<file path="src/hdl/assert_macros.svh">
// Assertion helpers shared by the RTL of the deframer.
// Both macros sample on i_clk and are disabled while i_rst_n is low.
`ifndef ASSERT_MACROS_SVH
`define ASSERT_MACROS_SVH

// Whenever ante holds, cons must hold as well (cons may be a sequence).
`define RFD_ASSERT_IMPLY(lbl, ante, cons, msg) \
    lbl: assert property (@(posedge i_clk) disable iff (!i_rst_n) (ante) |-> cons) \
        else $error(msg);

// cond must never be true.
`define RFD_ASSERT_NEVER(lbl, cond, msg) \
    lbl: assert property (@(posedge i_clk) disable iff (!i_rst_n) !(cond)) \
        else $error(msg);

`endif

</file>
<file path="src/hdl/rfd_pkg.sv">
`timescale 1ns / 1ps

package rfd_pkg;

    // Header layout: 16 bytes, little endian.
    localparam int unsigned HDR_BYTES = 16;
    localparam int unsigned POS_W     = $clog2(HDR_BYTES);
    localparam logic [POS_W-1:0] HDR_LAST_POS = POS_W'(HDR_BYTES - 1);

    // Record kinds.
    localparam logic KIND_HEADER  = 1'b0;
    localparam logic KIND_PAYLOAD = 1'b1;

    typedef logic [7:0] t_byte;

    typedef struct packed {
        logic        kind;
        logic [31:0] payload_length;
        logic [31:0] sequence_number;
        logic [15:0] err_code;
        logic [15:0] compress_kind;
        logic [15:0] stream_id;
        logic [15:0] method_id;
        logic [7:0]  payload_byte;
        logic        message_end;
    } t_result;

endpackage

</file>
<file path="src/hdl/rpc_frame_deframer_core.sv">
// A taken byte goes from the input register through the parser into the queue at the ports.
// Throughput: one byte per cycle unless stalled; header bytes before the last produce no result.
// The input stalls only when a byte waits in the input register and the two-entry queue is full.
// Reset (synchronous, active low) returns the parser to header reception and empties all stages.
`timescale 1ns / 1ps
`include "assert_macros.svh"

// Length-prefixed message deframer.
//
// The design has three parts. An input register captures each accepted byte.
// The parser then handles that byte: in the header phase it
// writes the byte into its lane of the sixteen-byte header and, on the last
// header byte, forms the header record from the completed header; in the
// payload phase it passes the byte on and compares the running count with the
// length to mark the message end. A zero-length header is itself the end of
// the message and the parser stays in the header phase.
//
// Results enter a two-entry queue whose head drives the output ports. The
// input register holds its byte only while the queue is full, so the input
// stall is a decode of registered state and has no combinational path from the
// output stall. With a free-flowing output, one transaction is taken every cycle.
module rpc_frame_deframer_core
    import rfd_pkg::*;
(
    input  logic        i_clk,
    input  logic        i_rst_n,
    // Input channel
    input  logic        i_valid,
    output logic        o_stall,
    input  logic [7:0]  i_data_byte,
    // Output channel
    output logic        o_valid,
    input  logic        i_stall,
    output logic        o_kind,
    output logic [31:0] o_payload_length,
    output logic [31:0] o_sequence_number,
    output logic [15:0] o_err_code,
    output logic [15:0] o_compress_kind,
    output logic [15:0] o_stream_id,
    output logic [15:0] o_method_id,
    output logic [7:0]  o_payload_byte,
    output logic        o_message_end
);

    logic    r_in_valid;
    logic    n_in_valid;
    t_byte   r_in_byte;
    logic    q_full;
    logic    fire;
    logic    accept;
    logic    push;
    t_result parse_result;
    t_result head;

    // The held byte is processed whenever the queue can take a result.
    assign fire    = r_in_valid && !q_full;
    assign o_stall = r_in_valid && q_full;
    assign accept  = i_valid && !o_stall;
    assign n_in_valid = accept || (r_in_valid && !fire);

    always_ff @(posedge i_clk) begin
        if (!i_rst_n) begin
            r_in_valid <= 1'b0;
        end else begin
            r_in_valid <= n_in_valid;
        end
    end

    always_ff @(posedge i_clk) begin
        if (accept) begin
            r_in_byte <= i_data_byte;
        end
    end

    rfd_parse u_parse (
        .i_clk       (i_clk),
        .i_rst_n     (i_rst_n),
        .i_fire      (fire),
        .i_data_byte (r_in_byte),
        .o_push      (push),
        .o_result    (parse_result)
    );

    rfd_outq u_outq (
        .i_clk    (i_clk),
        .i_rst_n  (i_rst_n),
        .i_push   (push),
        .i_result (parse_result),
        .i_stall  (i_stall),
        .o_full   (q_full),
        .o_valid  (o_valid),
        .o_result (head)
    );

    assign o_kind            = head.kind;
    assign o_payload_length  = head.payload_length;
    assign o_sequence_number = head.sequence_number;
    assign o_err_code        = head.err_code;
    assign o_compress_kind   = head.compress_kind;
    assign o_stream_id       = head.stream_id;
    assign o_method_id       = head.method_id;
    assign o_payload_byte    = head.payload_byte;
    assign o_message_end     = head.message_end;

    // A result must never be pushed into a full queue.
    `RFD_ASSERT_NEVER(a_no_overflow, push && q_full, "result pushed into full queue")
    // A byte that could not be processed is kept, unchanged, in the input register.
    `RFD_ASSERT_IMPLY(a_hold_input, r_in_valid && !fire, ##1 (r_in_valid && $stable(r_in_byte)), "held byte lost")

endmodule

</file>
<file path="src/hdl/rfd_parse.sv">
`timescale 1ns / 1ps
`include "assert_macros.svh"

// Frame parser: header assembly, payload counting and result formation.
module rfd_parse
    import rfd_pkg::*;
(
    input  logic    i_clk,
    input  logic    i_rst_n,
    input  logic    i_fire,
    input  t_byte   i_data_byte,
    output logic    o_push,
    output t_result o_result
);

    typedef enum logic {
        PH_HEADER,
        PH_PAYLOAD
    } t_phase;

    t_phase      r_phase;
    t_phase      n_phase;
    logic [31:0] r_count;
    logic [31:0] n_count;
    t_byte       r_hdr [HDR_BYTES];
    t_byte       n_hdr [HDR_BYTES];

    logic [POS_W-1:0] pos;
    logic [31:0]      hdr_len;
    logic [31:0]      new_len;
    logic [32:0]      count_inc;
    logic             payload_last;

    assign pos       = r_count[POS_W-1:0];
    assign hdr_len   = {r_hdr[3], r_hdr[2], r_hdr[1], r_hdr[0]};
    assign new_len   = {n_hdr[3], n_hdr[2], n_hdr[1], n_hdr[0]};
    assign count_inc = {1'b0, r_count} + 33'd1;
    assign payload_last = (count_inc >= {1'b0, hdr_len});

    always_comb begin
        n_hdr   = r_hdr;
        n_phase = r_phase;
        n_count = r_count;
        o_push  = 1'b0;
        o_result = '0;

        if (r_phase == PH_HEADER) begin
            n_hdr[pos] = i_data_byte;
            o_result.kind            = KIND_HEADER;
            o_result.payload_length  = new_len;
            o_result.sequence_number = {n_hdr[7], n_hdr[6], n_hdr[5], n_hdr[4]};
            o_result.err_code        = {n_hdr[9], n_hdr[8]};
            o_result.compress_kind   = {n_hdr[11], n_hdr[10]};
            o_result.stream_id       = {n_hdr[13], n_hdr[12]};
            o_result.method_id       = {n_hdr[15], n_hdr[14]};
            o_result.message_end     = (new_len == 32'd0);
            if (pos == HDR_LAST_POS) begin
                o_push  = i_fire;
                n_count = '0;
                if (new_len != 32'd0) begin
                    n_phase = PH_PAYLOAD;
                end
            end else begin
                n_count = 32'({1'b0, pos} + (POS_W+1)'(1));
            end
        end else begin
            o_push = i_fire;
            o_result.kind         = KIND_PAYLOAD;
            o_result.payload_byte = i_data_byte;
            o_result.message_end  = payload_last;
            if (payload_last) begin
                n_count = '0;
                n_phase = PH_HEADER;
            end else begin
                n_count = count_inc[31:0];
            end
        end
    end

    always_ff @(posedge i_clk) begin
        if (!i_rst_n) begin
            r_phase <= PH_HEADER;
            r_count <= '0;
        end else if (i_fire) begin
            r_phase <= n_phase;
            r_count <= n_count;
        end
    end

    // Header bytes are always rewritten before they are used, so no reset.
    always_ff @(posedge i_clk) begin
        if (i_fire) begin
            r_hdr <= n_hdr;
        end
    end

    `RFD_ASSERT_IMPLY(a_payload_count, r_phase == PH_PAYLOAD, (r_count < hdr_len), "count past length")
    `RFD_ASSERT_IMPLY(a_header_count, r_phase == PH_HEADER, (r_count < 32'(HDR_BYTES)), "bad header count")

endmodule

</file>
<file path="src/hdl/rfd_outq.sv">
`timescale 1ns / 1ps

// Two-entry result queue; the head entry drives the output ports.
module rfd_outq
    import rfd_pkg::*;
(
    input  logic    i_clk,
    input  logic    i_rst_n,
    input  logic    i_push,
    input  t_result i_result,
    input  logic    i_stall,
    output logic    o_full,
    output logic    o_valid,
    output t_result o_result
);

    logic [1:0] r_cnt;
    logic [1:0] n_cnt;
    t_result    r_q [2];
    t_result    n_q [2];
    logic       pop;
    logic [1:0] slot;

    assign o_valid  = (r_cnt != 2'd0);
    assign o_full   = (r_cnt == 2'd2);
    assign o_result = r_q[0];
    assign pop      = o_valid && !i_stall;
    assign slot     = r_cnt - {1'b0, pop};
    assign n_cnt    = r_cnt + {1'b0, i_push} - {1'b0, pop};

    always_comb begin
        n_q = r_q;
        if (pop) begin
            n_q[0] = r_q[1];
        end
        if (i_push) begin
            n_q[slot[0]] = i_result;
        end
    end

    always_ff @(posedge i_clk) begin
        if (!i_rst_n) begin
            r_cnt <= 2'd0;
        end else begin
            r_cnt <= n_cnt;
        end
    end

    always_ff @(posedge i_clk) begin
        r_q <= n_q;
    end

endmodule

</file>
<file path="config.mk">
export PLATFORM = sky130hd
export DESIGN_NAME = rpc_frame_deframer_core
export DESIGN_NICKNAME = d
export VERILOG_FILES = /design/src/hdl/rfd_pkg.sv /design/src/hdl/rpc_frame_deframer_core.sv /design/src/hdl/rfd_parse.sv /design/src/hdl/rfd_outq.sv
export VERILOG_INCLUDE_DIRS = /design/src /design/src/hdl
export SDC_FILE = /design/constraint.sdc
export NUM_CORES = 1
export LEC_CHECK = 0
export ABC_CLOCK_PERIOD_IN_PS = 22100
export BUFFER_PORTS_ARGS = -buffer_cell sky130_fd_sc_hd__buf_4
export CORE_UTILIZATION = 35
export DETAILED_ROUTE_END_ITERATION = 12
export PLACE_DENSITY_LB_ADDON = 0.25
export SYNTH_ARGS = -nofsm -noshare
export SYNTH_HDL_FRONTEND = slang
export SYNTH_SLANG_ARGS = --single-unit
export TNS_END_PERCENT = 100
</file>
<file path="constraint.sdc">
create_clock -name i_clk -period 22.1 [get_ports i_clk]
set_input_delay 4.42 -clock i_clk [delete_from_list [all_inputs] [get_ports i_clk]]
set_output_delay 4.42 -clock i_clk [all_outputs]
set_load 0.1 [all_outputs]
</file>
# Word level (Yosys, flattened, before mapping)
# Cells that the tools add are included.
# Widths: inputs -> output; s select.
[classes]
mux = 22
addsub = 5
n_eq_ne = 2
reduce_logical = 16
order_cmp = 5
n_bitwise = 3
[ops]
columns = ["operator", "count"]
rows = [
  ["$bwmux 276", 1],
  ["$mux 138", 2],
  ["$mux 276", 1],
  ["$mux 128", 2],
  ["$demux 138 s1", 1],
  ["$bwmux 128", 1],
  ["$mux 32", 3],
  ["$add 32x1->33 const B", 1],
  ["$ge 33x32->1", 1],
  ["$demux 8 s4", 1],
  ["$logic_not 32->1", 1],
  ["$reduce_bool 32->1", 1],
  ["$mux 8", 2],
  ["$mux 1", 8],
  ["$logic_and 1x1->1", 7],
  ["$add 4x1->5 const B", 1],
  ["$ge 5x5->1 const B", 1],
  ["$lt 5x1->1 const B", 1],
  ["$not 4->5", 1],
  ["$eq 4x4->1 const B", 1],
  ["$logic_not 1->1", 4],
  ["$add 2x1->2", 1],
  ["$eq 2x2->1 const B", 1],
  ["$ge 2x2->1 const B", 1],
  ["other kinds (8)", 8],
]
[word_totals]
out_inout_bits = 140
register_bits = 448

# Longest topological paths before layout
# Gate-level depths: netlist of the first run.
[logic_depth]
depth_word = 11
mapped_depth = 17
mapped_depth_nobuf = 14

# Cells and area by module
# From an unflattened synthesis of the first run, not the netlist that was laid out.
[hier_totals]
hier_cells = 1662
area_unflattened_um2 = 21290.4
[by_module_without_submodules]
columns = ["module", "cells_each", "seq_area_each_um2", "instances", "area_per_inst_um2"]
rows = [
  ["rfd_outq", 734, 6946.7, 1, 11421.0],
  ["rfd_parse", 915, 4504.3, 1, 9579.2],
  ["rpc_frame_deframer_core", 13, 260.2, 1, 290.3],
]

# Worst setup path before layout of the first run
# Ideal clock, no wire load.
[synth_timing]
path_type = "input to register"
from = "in i_stall"
to = "reg (tool-made name)"
cell_stages = 2
required_time_ps = 21077
path_slack_ps = 2518
setup_time_ps = 1023
n_path_buf = 0
t_arrival_ps = 18560
cell_sequence = "nand2_1 nor4b_1"
[synth_lines]
columns = ["element", "line_no", "source"]
rows = [
  ["start, declared", "rpc_frame_deframer_core.sv:33", "input logic i_stall,"],
]

==> results of run 1 <==
## metrics by stage
stage / total power (W) / std cells / setup WS (ps)
CTS: 0.003368 / 2735 / 14920
detailed placement: 0.002559 / 2646 / 14310
finish: 0.003333 / 2735 / 14910
floorplan: 0.002405 / 1961 / 2518
global placement: 0.002550 / 2646 / 14380
global route: 0.003465 / 2735 / 14710
## layer usage
metal / vias to the layer above / global-route usage, %
met5: - / 0
met4: 0 / 3.805
met3: 61 / 2.919
met2: 312 / 27.57
met1: 6628 / 22.41
li1: 6575 / -
## Yosys cell counts, drive strengths merged, types with 42 or more instances
library cell / n
nand3: 42
dfxtp: 174
nand2: 345
edfxtp: 274
a31oi: 145
mux2: 96
nor2: 198
and2: 112
clkbuf: 97
buf: 157
a21oi: 46
inv: 73
## critical path: stages
cell,delay (ps)
buf_4,100
nand2_1,80
nor4b_2,930
buf_4,900
buf_4,820
## cell families (layout without fill, tap and decap cells)
group / Yosys count / count (layout) / share of synthesized area (%)
AOI/OAI and AO/OA: 226 / 226 / 6.788
adders and majority gates: 38 / 38 / 2.322
xor gates and xnor gates: 32 / 32 / 1.369
DFF: 448 / 448 / 57.19
and+or+nand+nor: 775 / 775 / 17.45
muxes: 113 / 113 / 6.110
buffers and inverters: 329 / 338 / 8.774
## how the worst max path moves through the flow
stage,to,depth (start not counted),start
finish,flop,5,i_stall
floorplan,flop,2,i_stall
global placement,flop,5,i_stall
CTS,flop,5,i_stall
detailed placement,flop,5,i_stall
global route,flop,5,i_stall
## report_power, final
group	leakage (nW)	internal, W	switching (W)
clock network	0.745	0.000469	0.000332
registers	3.95	0.00105	0.0000935
logic	4.02	0.000281	0.00111
total	8.71	0.00180	0.00153
## layout make-up
cell class	instances	area (um2)	share of cell area, %
clock buffers	71	1308	5.729
inverters	75	284.0	1.244
flip-flops and latches	448	11710	51.32
clock inverters	18	239.0	1.047
multi-input cells	1184	7005	30.69
repair buffers	174	1319	5.778
well taps	765	957.2	4.194
==> metrics, run 1 <==
status finished, final reports clean; EDFF count, synth ~270; prevailing post-synth register cell edfxtp_1; Setup Buffers After CTS 0; Critical Path AT 7390 ps; CTS Sinks approximately 450; I/O Buffers between 150 and 200; initial detailed-routing violation count 807; Hold Crit Endpoint u_outq.o_result[128]$_DFF_P_; Clock Root Buffer clkbuf_16; Worst Setup End Kind flop; most frequent cells in the layout nand2_1 (345), edfxtp_1 (274), nor2_1 (195); Slew @ Worst Pin approximately 1200 ps; clock latency on the worst-skew pair 590 ps; largest cells by area after synthesis edfxtp_1 (40%), dfxtp_1 (17%), nand2_1 (6.3%); share of layout cells above drive strength 1 about 18%; routed len/inst about 18 um; commonest non-fill, non-tap cell in the layout nand2_1; worst hold path type reg -> reg; DR pass1 iterations 6; Critical Path RT approximately 22000 ps; Vias per Instance between 4 and 5; CTS Buffer Depth 3; DIE HEIGHT 243.9 um; Final Cycle Share 32.54%; dpl hpwl about 30 mm; Yosys warnings 0; Core Footprint 57810 um2; FMAX between 0.1 and 0.15 GHz; Routed met3 length 2.398 mm; hold_buf cts 0; Fill cells approximately 5.7k; Syn Area/Cell approximately 10 um2; Setup-failing EPs final 0; Hold Fails Final Rpt 0; pwr/cell area 146.0 nW/um2; top layer in use met4; skew final ~23 ps; initial antenna violation count 2; post-layout util just under 40%; Synth top area share around two fifths; pin count of the biggest net entering global routing approximately 220; Max VDD drop about 0.13 mV; Ant. Diodes 0; Mapped Nets just over 2k; metal2 WL 23.47 mm; die width approximately 240 um; worst reg2reg path endpoint u_parse.r_count[29]$_SDFFE_PN0P_; placed cell area around 21000 um2; CTS buffer count between 40 and 50; die area 59480 um2; WL met1 ~23 mm; # DRC 0; R2R cell count 13; sequential share of the synthesized area 57.19%; CTS tree done; DR vias 13.58k; Async SR Flop Fraction 0%; Hold Path Stages 2; Synth cell types 57; post_cts resized 0; GP Congestion between 0.8 and 0.9; FP Rows 88; Tmin final 7191 ps; Max Cap Viol 0; Final #Nets 1981; vias in the first global route 13.34k; Mapped Area between 20000 and 25000 um2; H-tree levels 2; first-pass GRT wire length 77.44 mm; initial core utilization a little over a third; Worst Path Max Fanout 67; cell taking the most area after synthesis edfxtp_1; normalized max-slew margin between 20% and 30%; Ports ~150; gr ovfl total 0; DRT Wirelength around 50 mm; Total GRT Usage 16.59%; final hold slack 472.9 ps; Final ANT Viol Nets 0; R2R Path Start u_parse.r_count[0]$_SDFFE_PN0P_; startpoint type of the worst setup path input port; worst hold start u_outq.o_result[128]$_DFF_P_; fin. max-slew vios 0; unrepaired setup endpoints after global routing false; kind of critical path in -> reg; FF+latch count, synth ~450; final instance area 22820 um2; Synth Instances between 1.5k and 2k; R2R Setup Slk 17030 ps; Area growth syn-to-layout 11.46%; leakage power just under 9 nW; clock-pin slew on the worst setup and hold paths ~60 ps; setup tns final 0 ps
Power figures use the tool's default switching activity.
==> run 2, diff against run 1 <==
--- a/config.mk
+++ b/config.mk
@@ -6,7 +6,7 @@
 export SDC_FILE = /design/constraint.sdc
 export NUM_CORES = 1
 export LEC_CHECK = 0
-export ABC_CLOCK_PERIOD_IN_PS = 22100
+export ABC_CLOCK_PERIOD_IN_PS = 6270
 export BUFFER_PORTS_ARGS = -buffer_cell sky130_fd_sc_hd__buf_4
 export CORE_UTILIZATION = 35
 export DETAILED_ROUTE_END_ITERATION = 12
==> constraint.sdc (replaced) <==
create_clock -name i_clk -period 6.27 [get_ports i_clk]
set_input_delay 1.254 -clock i_clk [delete_from_list [all_inputs] [get_ports i_clk]]
set_output_delay 1.254 -clock i_clk [all_outputs]
set_load 0.1 [all_outputs]
==> run 2 against run 1 <==
Compared with the run above:
- combinational power rose to 3.5 times the previous value
- wire length rose by 2.3%
- die area did not move
- cell count rose by 0.18%
- largest cell class unchanged
- highest routed layer unchanged
==> metrics, run 2 (same netlist as run 1, synthesis figures left out) <==
initial antenna violation count 4; normalized max-slew margin 23.90%; clock-pin slew on the worst setup and hold paths roughly 60 ps; critical-path cell list ha_1, and4_1, and4_1, nand4_1, xnor2_1, ha_1, and2_1, a221o_1, a221oi_1, o211ai_1, a21oi_4, nand3_1, a21oi_1; initial detailed-routing violation count just over 800; hold_buf cts 0; Core Footprint just under 60000 um2; unrepaired setup endpoints after global routing false; first-pass GRT wire length about 80 mm; CTS Sinks roughly 450; CTS Buffer Depth 3; proportion of power drawn by flip-flops and latches 33.7%; Setup-failing EPs final 0; GP Congestion 0.8261; kind of critical path reg -> reg; Final ANT Viol Nets 0; Sw Ratio 45.89%; Total GRT Usage 17.04%; Final Total Pwr 0.01195 W; DIE HEIGHT 243.9 um; CTS buffer count 50; R2R Setup Slk 1480 ps; most frequent cells in the layout nand2_1 (345), edfxtp_1 (274), nor2_1 (195); share of layout cells above drive strength 1 between 10% and 20%; DR pass1 iterations 5; grt peak-use layer met2; Ant. Diodes 0; I/O Buffers 151; FMAX approximately 0.21 GHz; Vias per Instance about 5.0; switching power between 0.005 and 0.006 W; initial core utilization around 35%; FP Rows 88; Ports 152; post_cts resized 0; pin count of the biggest net entering global routing ~110; Final Cycle Share about 76%; skew final between 40 and 50 ps; Slew @ Worst Pin ~1100 ps; GR Util met2 between 20 and 30%; Max stage delay on crit path 830 ps; R2R cell count 13; Clk pwr share 25.3%; H-tree levels 2; leakage power between 8 and 9 nW; slowest CP cell a21oi_4; DRT Wirelength 51.01 mm; status finished, final reports clean; Clock Root Buffer clkbuf_16; combinational power share between 40 and 50%; Critical Path AT roughly 5300 ps; met3 GRT Util about 2.4%; dpl hpwl roughly 30 mm; CTS tree done; startpoint type of the worst setup path flop; die width between 200 and 250 um; DR vias around 14k; clock latency on the worst-skew pair 610 ps; Hold Path Stages 2; Final #Nets slightly below 2k; vias in the first global route 13.68k; Worst Setup End Kind flop; Critical Path RT slightly below 7000 ps; Max Cap Viol 0; worst hold path type reg -> reg; setup tns final 0 ps; fin. max-slew vios 0; Max VDD drop 0.5309 mV; gr ovfl total 0; # DRC 0; Worst Path Max Fanout 36; Tmin final around 4800 ps; routed len/inst ~19 um; die area 59480 um2; Hold Fails Final Rpt 0; pwr/cell area 519.3 nW/um2; Area growth syn-to-layout 12.32%; commonest non-fill, non-tap cell in the layout nand2_1; global routing usage on met1 ~23%; Setup Buffers After CTS 0; P_int between 0.006 and 0.007 W
-- run 2: cell count changes in the layout (fill, tap and decap cells not counted), sizes merged --
cell,delta
clkbuf,-6
buf,+1
inv,+1
clkinv,+6
clkinvlp,+3
-- run 2: cell type report --
type / instances / area, um2
clock buffer: 65 / 1388
clock inverter: 28 / 306.5
fill: 5630 / 34800
inverter: 75 / 284.0
multi-input combinational: 1184 / 7041
sequential: 448 / 11710
tap: 765 / 957.2
timing repair buffer: 175 / 1314
-- run 2: final timing paths --
| path | from | end |
|---|---|---|
| worst min-delay path | u_outq.o_result[122]$_DFF_P_ | u_outq.o_result[122]$_DFF_P_ |
| worst max-delay path | u_parse.r_count[0]$_SDFFE_PN0P_ | u_parse.r_count[23]$_SDFFE_PN0P_ |
| worst min register to register | u_outq.o_result[122]$_DFF_P_ | u_outq.o_result[122]$_DFF_P_ |
| worst max register to register | u_parse.r_count[0]$_SDFFE_PN0P_ | u_parse.r_count[23]$_SDFFE_PN0P_ |
-- run 2: stage by stage --
step | hold WS (ps) | area, um2 | instances | util, % | setup WS [ps]
after floorplan | 451.3 | 20490 | 1961 | - | 30.50
after global routing | 492.1 | 23000 | 2740 | 39.79 | 1096
final | 475.6 | 23000 | 2740 | 39.79 | 1477
after detailed placement | 461.0 | 21310 | 2647 | 36.86 | 1534
after global placement | 462.1 | 21310 | 2647 | 36.86 | 1721
after CTS | 478.4 | 23000 | 2740 | 39.79 | 1482
-- run 2: worst max-delay path, delay by kind of cell, from the launching register on --
family | cells | cell delay, ps
AOI/OAI and AO/OA | 5 | 2070
and+or+nand+nor | 5 | 1250
adders and majority gates | 2 | 690
DFF | 1 | 470
xor gates and xnor gates | 1 | 230
-- run 2: power by group through the flow --
stage | logic, W | registers, W | clock network [W]
floorplan | 0.00450 | 0.00398 | 0
global placement | 0.00490 | 0.00409 | 0
detailed placement | 0.00493 | 0.00409 | 0
CTS | 0.00494 | 0.00404 | 0.00310
global route | 0.00511 | 0.00408 | 0.00320
finish | 0.00490 | 0.00402 | 0.00302
-- run 2: layer usage --
| metal | part of all wire (%) | wire length, um | vias to the layer above |
|---|---|---|---|
| met5 | 0 | 0 | - |
| li1 | - | - | 6579 |
| met4 | 2.4 | 1240 | 0 |
| met3 | 4.4 | 2251 | 85 |
| met2 | 47 | 23980 | 319 |
| met1 | 46 | 23540 | 6791 |
